===== src/hw/rtl/i2da_pkg.sv =====
// Shared widths and character codes of the decimal text converter.
`timescale 1ns / 1ps

package i2da_pkg;

  localparam int VALUE_BITS = 32;
  // Decimal digits needed for a magnitude up to 2^(VALUE_BITS-1).
  localparam int DIGITS   = (VALUE_BITS * 30103) / 100000 + 1;
  localparam int BCD_BITS = DIGITS * 4;
  localparam int CNT_BITS = $clog2(VALUE_BITS);
  localparam int DIG_BITS = $clog2(DIGITS + 1);

  localparam logic [7:0] ASCII_ZERO  = 8'd48;
  localparam logic [7:0] ASCII_NINE  = 8'd57;
  localparam logic [7:0] ASCII_MINUS = 8'd45;

endpackage


===== src/hw/rtl/i2da_dabble.sv =====
// One shift-and-add-3 step of the binary to BCD conversion.
`timescale 1ns / 1ps

module i2da_dabble (
  input  logic [i2da_pkg::BCD_BITS-1:0]   bcd,
  input  logic [i2da_pkg::VALUE_BITS-1:0] mag,
  output logic [i2da_pkg::BCD_BITS-1:0]   bcd_next,
  output logic [i2da_pkg::VALUE_BITS-1:0] mag_next
);

  logic [i2da_pkg::BCD_BITS-1:0] adjusted;

  // Correct every nibble of 5 or more before the shift doubles it.
  always_comb begin
    for (int i = 0; i < i2da_pkg::DIGITS; i++) begin
      if (bcd[i*4 +: 4] >= 4'd5) begin
        adjusted[i*4 +: 4] = bcd[i*4 +: 4] + 4'd3;
      end else begin
        adjusted[i*4 +: 4] = bcd[i*4 +: 4];
      end
    end
  end

  assign bcd_next = {adjusted[i2da_pkg::BCD_BITS-2:0], mag[i2da_pkg::VALUE_BITS-1]};
  assign mag_next = {mag[i2da_pkg::VALUE_BITS-2:0], 1'b0};

endmodule


===== src/hw/rtl/int_to_decimal_ascii.sv =====
// Signed integer to decimal ASCII text, one character per output request.
// Steps: load, VALUE_BITS (32) shift-add-3 steps, drop each leading zero, decide on
// the sign, then the characters, each waiting for a free output slot.
// A new value is taken only in idle, once the last character of the previous one has
// been issued; the single shared dabble step serves every shift, and output stalls hold it up.
// Reset (synchronous, active high) returns to idle and drops any pending output.
`timescale 1ns / 1ps

module int_to_decimal_ascii (
  input  logic                                 clk,
  input  logic                                 rst,
  input  logic                                 value_valid,
  output logic                                 value_ready,
  input  logic signed [i2da_pkg::VALUE_BITS-1:0] value,
  output logic                                 character_valid,
  input  logic                                 character_ready,
  output logic [7:0]                           character,
  output logic                                 last
);

  localparam logic [2:0] ST_IDLE = 3'd0;
  localparam logic [2:0] ST_CONV = 3'd1;
  localparam logic [2:0] ST_SKIP = 3'd2;
  localparam logic [2:0] ST_SIGN = 3'd3;
  localparam logic [2:0] ST_EMIT = 3'd4;

  logic [2:0]                        state;
  logic                              neg;
  logic [i2da_pkg::BCD_BITS-1:0]     bcd;
  logic [i2da_pkg::VALUE_BITS-1:0]   mag;
  logic [i2da_pkg::CNT_BITS-1:0]     cnt;
  logic [i2da_pkg::DIG_BITS-1:0]     dig_left;
  logic [i2da_pkg::BCD_BITS-1:0]     bcd_next;
  logic [i2da_pkg::VALUE_BITS-1:0]   mag_next;
  logic [3:0]                        top_nib;
  logic                              slot_free;
  logic                              emit_now;

  i2da_dabble u_dabble (
    .bcd      (bcd),
    .mag      (mag),
    .bcd_next (bcd_next),
    .mag_next (mag_next)
  );

  assign value_ready = (state == ST_IDLE);
  assign top_nib     = bcd[i2da_pkg::BCD_BITS-1 -: 4];
  assign slot_free   = !character_valid || character_ready;
  assign emit_now    = slot_free && (state == ST_SIGN || state == ST_EMIT);

  always_ff @(posedge clk) begin
    if (rst) begin
      state           <= ST_IDLE;
      character_valid <= 1'b0;
    end else begin
      if (character_valid && character_ready && !emit_now) begin
        character_valid <= 1'b0;
      end
      case (state)
        ST_IDLE: begin
          if (value_valid) begin
            neg <= value[i2da_pkg::VALUE_BITS-1];
            if (value[i2da_pkg::VALUE_BITS-1]) begin
              mag <= ~$unsigned(value) + 1'b1;
            end else begin
              mag <= $unsigned(value);
            end
            bcd   <= '0;
            cnt   <= '0;
            state <= ST_CONV;
          end
        end
        ST_CONV: begin
          bcd <= bcd_next;
          mag <= mag_next;
          cnt <= cnt + 1'b1;
          if (cnt == i2da_pkg::CNT_BITS'(i2da_pkg::VALUE_BITS - 1)) begin
            dig_left <= i2da_pkg::DIG_BITS'(i2da_pkg::DIGITS);
            state    <= ST_SKIP;
          end
        end
        ST_SKIP: begin
          // Drop leading zeros, keeping at least one digit.
          if (top_nib == 4'd0 && dig_left > i2da_pkg::DIG_BITS'(1)) begin
            bcd      <= {bcd[i2da_pkg::BCD_BITS-5:0], 4'd0};
            dig_left <= dig_left - 1'b1;
          end else if (neg) begin
            state <= ST_SIGN;
          end else begin
            state <= ST_EMIT;
          end
        end
        ST_SIGN: begin
          if (slot_free) begin
            character_valid <= 1'b1;
            character       <= i2da_pkg::ASCII_MINUS;
            last            <= 1'b0;
            state           <= ST_EMIT;
          end
        end
        ST_EMIT: begin
          if (slot_free) begin
            character_valid <= 1'b1;
            character       <= i2da_pkg::ASCII_ZERO + {4'd0, top_nib};
            last            <= (dig_left == i2da_pkg::DIG_BITS'(1));
            bcd             <= {bcd[i2da_pkg::BCD_BITS-5:0], 4'd0};
            dig_left        <= dig_left - 1'b1;
            if (dig_left == i2da_pkg::DIG_BITS'(1)) begin
              state <= ST_IDLE;
            end
          end
        end
        default: begin
          state <= ST_IDLE;
        end
      endcase
    end
  end

endmodule


===== config.mk =====
export PLATFORM = sky130hd
export DESIGN_NAME = int_to_decimal_ascii
export DESIGN_NICKNAME = d
export VERILOG_FILES = /design/src/hw/rtl/i2da_pkg.sv /design/src/hw/rtl/i2da_dabble.sv /design/src/hw/rtl/int_to_decimal_ascii.sv
export SDC_FILE = /design/constraint.sdc
export NUM_CORES = 1
export LEC_CHECK = 0
export ABC_AREA = 1
export BUFFER_PORTS_ARGS = -buffer_cell sky130_fd_sc_hd__clkbuf_2
export CORE_UTILIZATION = 40
export CTS_CLUSTER_DIAMETER = 120
export CTS_CLUSTER_SIZE = 28
export DETAILED_ROUTE_END_ITERATION = 6
export PLACE_DENSITY_LB_ADDON = 0.25
export SLEW_MARGIN = 10
export SYNTH_ARGS = -nofsm -noshare
export SYNTH_HDL_FRONTEND = slang
export SYNTH_HIERARCHICAL = 1
export SYNTH_SLANG_ARGS = --single-unit

===== constraint.sdc =====
create_clock -name clk -period 10.2 [get_ports clk]
set_input_delay 1.02 -clock clk [delete_from_list [all_inputs] [get_ports clk]]
set_output_delay 1.02 -clock clk [all_outputs]
set_load 0.03 [all_outputs]

==> impl_metrics.ini, run 1 <==
[clock_tree]
cts.htree.levels = 3
clk_latency_ns = 0.35
clock_root_buffer_master = sky130_fd_sc_hd__clkbuf_16
clk_pin_slew_ns = 0.06
cts_buffers = 9
cts_num_sinks = 92
clock_tree_from_tritoncts = yes
ctsResizeCount = 0
hold_buffers = 0
post-cts-setup-buffers = 0
clock_tree.buffer_depth = 2

[global_route]
first_global_vias = 4617
gr-usage-met2 = 0.274
global_route.usage.met3 = 0.0439
grt_first_pass_wirelength_mm = 21.5
globalRouteOverflowTotal = 0
global_route.peak_usage_layer = met2
grt_util_met1 = 0.217
antenna_violations_before_repair = 0
largest_net_degree_at_the_start_of_global_routing = 81
grtUsageTotal = 0.166

[routing]
finalWirelength_mm = 12.5
postRouteAntennaNets = 0
vias = 4856
wire_length_per_cell_um = 13.0
avgViaCountPerCell = 5.07
remaining_drc_errors = 0
drt_pass1_iterations = 4
detail_route.iter0.violations = 370

[synthesis]
synth.lib_cells_used.distinct = 39
yosys_warnings = 6
netlist_instances = 761
synthesis.area_um2 = 6230
synth-edff-count = 88
synth-async-reset-ratio = 0
postSynth.topFlopCell = sky130_fd_sc_hd__edfxtp_1
portion_of_the_post_synthesis_area_used_by_sequential_elements = 0.437
synthesis.area_per_instance_um2 = 8.18
postSynthRegisterBits = 92

[floorplan]
dieWidth_um = 127
floorplan.die_area_um2 = 16100
floorplan.io_pins = 47
core.rowCount = 45
area_of_the_core_um2 = 15200
die-height_um = 127
initial_utilization = 0.410

[pwr]
max-vdd-ir-drop_mv = 0.107
powerDensity_nw_per_um2 = 272
fin_total_pwr_mw = 1.81
cell_leakage_power_nw = 2.93

[worst_setup_path]
cp-startpoint = state[0]
criticalPathCategory = flip-flop to flip-flop
count_of_buffering_cells_on_the_critical_path_with_inverters_included = 2
critical_path_peak_fanout = 80
critical_path.slowest_cell = sky130_fd_sc_hd__buf_4
crit_path_max_incr_delay_ns = 0.64
path_cells = nand3_2 > inv_2 > buf_4 > nor2_1 > nor3_1
worst_setup_path_start_kind = flip-flop
critical_path_arrival_ns = 2.81
endpoint_required_time_on_the_critical_path_ns = 10.18
worst_path_dominant_cell_family = simple AND/OR/NAND/NOR gates
crit_path_end_kind = flip-flop
beginning_of_the_worst_register_to_register_path = state[0]

[outcome]
run_status = complete, no violations

[placed_design]
gp_congestion = 0.893
placed_cells_incl_taps = 941
dp.final_hpwl_mm = 8.85
io_buffers = 43

[layout]
finish.net_count = 826
antenna_cells = 0
final_core_util = 0.438
fill_cells = 1519
finalNonFillerCells = 958
syn2layout_area_growth_pct = 6.85
multiInputGateArea_um2 = 2800
ratio_of_cells_with_drive_above_1_in_the_final_layout = 0.125
layout.area.seq_um2 = 2720

[sta]
worst_margin_pin_slew_ns = 0.796
timing.max_slew.rel_slack = 0.470
final.setup.tns_ns = 0
finClkSkew_ns = 0.00919
finalHoldViolations = 0
grt_setup_unrepaired = no
fin_crit_sh = 0.277
fin_crit_ns = 2.83
achievable-frequency_mhz = 354
timing.final.max_slew_violations = 0
setup_viol = 0

[hold_path]
type_of_the_tightest_min_delay_check = flip-flop to flip-flop
hp-start = mag[27]

[run]
timing.max_cap.violations = 0
-- tightest hold or removal path, stage by stage, from the launching register on --
cell	delay (ns)
sky130_fd_sc_hd__edfxtp_1	0.31
sky130_fd_sc_hd__nand2_1	0.05
sky130_fd_sc_hd__nand2_1	0.05
-- cells in the final DEF, fill, tap and decap left out, types with 7 or more instances in the layout --
master	count
sky130_fd_sc_hd__ha_1	25
sky130_fd_sc_hd__nand4_1	12
sky130_fd_sc_hd__o21ai_0	51
sky130_fd_sc_hd__nand2_1	183
sky130_fd_sc_hd__nand3_1	56
sky130_fd_sc_hd__a22o_1	36
sky130_fd_sc_hd__clkbuf_2	43
sky130_fd_sc_hd__edfxtp_1	88
sky130_fd_sc_hd__o21ai_2	9
sky130_fd_sc_hd__a21oi_1	23
sky130_fd_sc_hd__inv_1	89
sky130_fd_sc_hd__nor2_1	68
sky130_fd_sc_hd__clkbuf_16	9
sky130_fd_sc_hd__inv_2	7
-- metrics by stage --
step	setup slack, ns	hold WS, ns	instance area [µm²]
2_1_floorplan	5.74	0.551	6230
3_3_place_gp	7.40	0.506	6350
3_5_place_dp	7.34	0.502	6350
4_1_cts	7.33	0.517	6630
5_1_grt	7.06	0.528	6660
6_report	7.37	0.514	6660
-- report_power, final --
group	leakage [nW]	internal, mW	switching [mW]
sequential	0.860	0.615	0.0947
clock	0.138	0.190	0.137
combinational	1.93	0.275	0.500
-- metal layers --
metal / vias to the layer above / wire (µm)
li1: 2517 / -
met1: 2236 / 6000
met2: 94 / 5820
met3: 9 / 510
met4: 0 / 139
met5: - / 0
-- cells by family after synthesis --
| logic type | count (synthesis) | share of synthesized area |
|---|---|---|
| xor+xnor | 11 | 0.0155 |
| other cells | 3 | 0.00181 |
| simple gates | 348 | 0.243 |
| buf+inv | 150 | 0.117 |
| compound gates | 132 | 0.136 |
| flops | 92 | 0.437 |
| fa+ha+maj | 25 | 0.0502 |
-- cell usage after synthesis, types with 6 or more instances --
| cell type | instances | area (µm²) |
|---|---|---|
| sky130_fd_sc_hd__inv_1 | 89 | 334 |
| sky130_fd_sc_hd__ha_1 | 25 | 313 |
| sky130_fd_sc_hd__nand4_1 | 12 | 75.1 |
| sky130_fd_sc_hd__buf_4 | 36 | 270 |
| sky130_fd_sc_hd__clkbuf_1 | 9 | 33.8 |
| sky130_fd_sc_hd__xor2_1 | 6 | 52.6 |
| sky130_fd_sc_hd__o21ai_2 | 9 | 78.8 |
| sky130_fd_sc_hd__inv_2 | 7 | 26.3 |
| sky130_fd_sc_hd__o21ai_0 | 51 | 255 |
| sky130_fd_sc_hd__nor2_1 | 68 | 255 |
| sky130_fd_sc_hd__a22o_1 | 36 | 315 |
| sky130_fd_sc_hd__nand3_1 | 56 | 280 |
| sky130_fd_sc_hd__edfxtp_1 | 88 | 2640 |
| sky130_fd_sc_hd__a21oi_1 | 24 | 120 |
| sky130_fd_sc_hd__nand2_1 | 183 | 687 |
-- final cells by class --
type	count	area share
clock inverter	3	0.00602
multi-input combinational	520	0.421
tap	188	0.0353
clock buffer	13	0.0361
timing repair buffer	46	0.0387
sequential	92	0.409
inverter	96	0.0541
-- registers in the layout, summed over array words and instances (netlist names) --
name / flops
bcd: 40
character: 5
character_valid: 1
cnt: 5
dig_left: 4
last: 1
mag: 32
neg: 1
state: 3
-- path summary, 6_finish.rpt --
path	end	slack (ns)	cells after the start
max	dig_left[3]	7.37	5
min	mag[28]	0.51	2
max reg2reg	dig_left[3]	7.37	5
min reg2reg	mag[28]	0.51	2
Note: power is estimated with default switching activity, not from simulation.
==> inputs of run 2 (changes only) <==
clock period = 2.7 ns   (was 10.2 ns; I/O delays follow)
==> impl_metrics.ini, run 2 (synthesized netlist as in run 1, its figures left out) <==
[worst_setup_path]
beginning_of_the_worst_register_to_register_path = bcd[36]
critical_path_arrival_ns = 2.07
worst_setup_path_start_kind = flip-flop
critical_path_peak_fanout = 40
rrSetupSlack_ns = 0.62
criticalPathCategory = flip-flop to flip-flop
timing.critical_path.mode_cell = sky130_fd_sc_hd__nand2_1
path_cells = inv_1 > nand2_1 > nor3_1 > nand3_1 > nand2_1 > o211ai_1 > nor3_4 > buf_4
worst_r2r_endpoint = bcd[16]
crit_path_max_incr_delay_ns = 0.45
r2r.worst_path.cells = 8
endpoint_required_time_on_the_critical_path_ns = 2.69
critical_path.slowest_cell = sky130_fd_sc_hd__buf_4
crit_path_end_kind = flip-flop

[sta]
timing.max_slew.rel_slack = 0.520
fin_crit_ns = 2.08
fin_crit_sh = 0.769
grt_setup_unrepaired = no
timing.final.max_slew_violations = 0
finalHoldViolations = 0
final.setup.worst_slack_ns = 0.623
final.setup.tns_ns = 0
achievable-frequency_mhz = 481
setup_viol = 0
worst_margin_pin_slew_ns = 0.714
finClkSkew_ns = 0.00601

[pwr]
power_frac_clock = 0.179
power.sequential.fraction = 0.389
power.internal_mw = 4.03
powerDensity_nw_per_um2 = 1040
max-vdd-ir-drop_mv = 0.668
cell_leakage_power_nw = 2.93
switching_share = 0.418
power_frac_comb = 0.433
p_switching_mw = 2.89

[global_route]
largest_net_degree_at_the_start_of_global_routing = 61
grt_first_pass_wirelength_mm = 21.6
first_global_vias = 4742
grtUsageTotal = 0.167
globalRouteOverflowTotal = 0
antenna_violations_before_repair = 0

[layout]
ratio_of_cells_with_drive_above_1_in_the_final_layout = 0.132
register_with_the_most_flip_flops = bcd
antenna_cells = 0
largestRegisters = bcd (40), mag (32)
layout.cells.most_common = sky130_fd_sc_hd__nand2_1
finalInstanceArea_um2 = 6680
final_core_util = 0.440
layout_common_cells = 183 x sky130_fd_sc_hd__nand2_1, 89 x sky130_fd_sc_hd__inv_1, 88 x sky130_fd_sc_hd__edfxtp_1
syn2layout_area_growth_pct = 7.31
finish.net_count = 828
largest_reg_flops = 40

[clock_tree]
cts_buffers = 9
ctsResizeCount = 0
post-cts-setup-buffers = 0
clk_pin_slew_ns = 0.07
clk_latency_ns = 0.35
clock_tree_from_tritoncts = yes
clock_tree.buffer_depth = 2
hold_buffers = 0
cts_num_sinks = 92
cts.htree.levels = 3
clock_root_buffer_master = sky130_fd_sc_hd__clkbuf_16

[run]
timing.max_cap.violations = 0

[routing]
drt_pass1_iterations = 5
vias = 4945
finalWirelength_mm = 12.7
wire_length_per_cell_um = 13.2
remaining_drc_errors = 0
avgViaCountPerCell = 5.15
detail_route.iter0.violations = 308
postRouteAntennaNets = 0

[outcome]
run_status = complete, no violations

[floorplan]
area_of_the_core_um2 = 15200
die-height_um = 127
floorplan.die_area_um2 = 16100
floorplan.io_pins = 47
dieWidth_um = 127
initial_utilization = 0.410
core.rowCount = 45

[placed_design]
post_detailed_placement_cell_area_um2 = 6390
dpl_worst_slack_ns = 0.594
gp_congestion = 0.866
io_buffers = 43
dp.final_hpwl_mm = 9.16

[hold_path]
min_path_cells = 2
type_of_the_tightest_min_delay_check = primary input to flip-flop
hp-start = rst
hold-path-endpoint = state[2]
[run 2: cell types whose count changed in the layout (fill, tap and decap cells not counted), sizes merged]
cell	delta
buf	+2
bufinv	-1
clkbuf	-4
clkinv	-1
clkinvlp	+3
inv	+3
[run 2: area by class of cell]
class | count | area, µm²
multi-input cells | 520 | 2810
inverters | 96 | 360
clock inverters | 7 | 70.1
flip-flops and latches | 92 | 2720
well taps | 188 | 235
repair buffers | 48 | 265
fillers | 1509 | 8520
clock buffers | 9 | 225
[run 2: critical path, delay by kind of cell, from the launching register on]
| kind | cells | cell delay, ns |
|---|---|---|
| buffers and inverters | 2 | 0.55 |
| AO/OA/AOI/OAI | 1 | 0.14 |
| AND/OR/NAND/NOR | 5 | 0.56 |
| flip-flops | 1 | 0.44 |
[run 2: stage by stage]
stage / cells / hold WS, ns / power (mW)
floorplan: 762 / 0.339 / 5.15
CTS: 960 / 0.203 / 6.98
global route: 960 / 0.221 / 7.48
finish: 960 / 0.222 / 6.92
detailed placement: 944 / 0.506 / 5.72
global placement: 944 / 0.503 / 5.56
[run 2: how the worst max path moves through the flow]
stage                        start       to  slack (ns)  cells after the start
after floorplan           state[0]   cnt[0]        0.20                      5
after global placement     bcd[36]  bcd[13]        0.63                      8
after detailed placement   bcd[36]  bcd[18]        0.59                      8
after CTS                  bcd[36]  bcd[13]        0.60                      8
after global routing       bcd[36]   bcd[1]        0.45                      8
final                      bcd[36]  bcd[16]        0.62                      8
[run 2: power groups by stage]
stage,Sequential [mW],Clock (mW),Combinational (mW)
floorplan,2.64,0,2.51
global placement,2.69,0,2.87
detailed placement,2.71,0,3.01
CTS,2.69,1.28,3.02
global route,2.75,1.33,3.40
finish,2.69,1.24,2.99
[run 2: layer usage]
layer / vias up / part of all wire / track usage
li1: 2521 / - / -
met1: 2306 / 0.47 / 0.215
met2: 107 / 0.47 / 0.281
met3: 11 / 0.046 / 0.0371
met4: 0 / 0.0099 / 0.0497
met5: - / 0 / 0
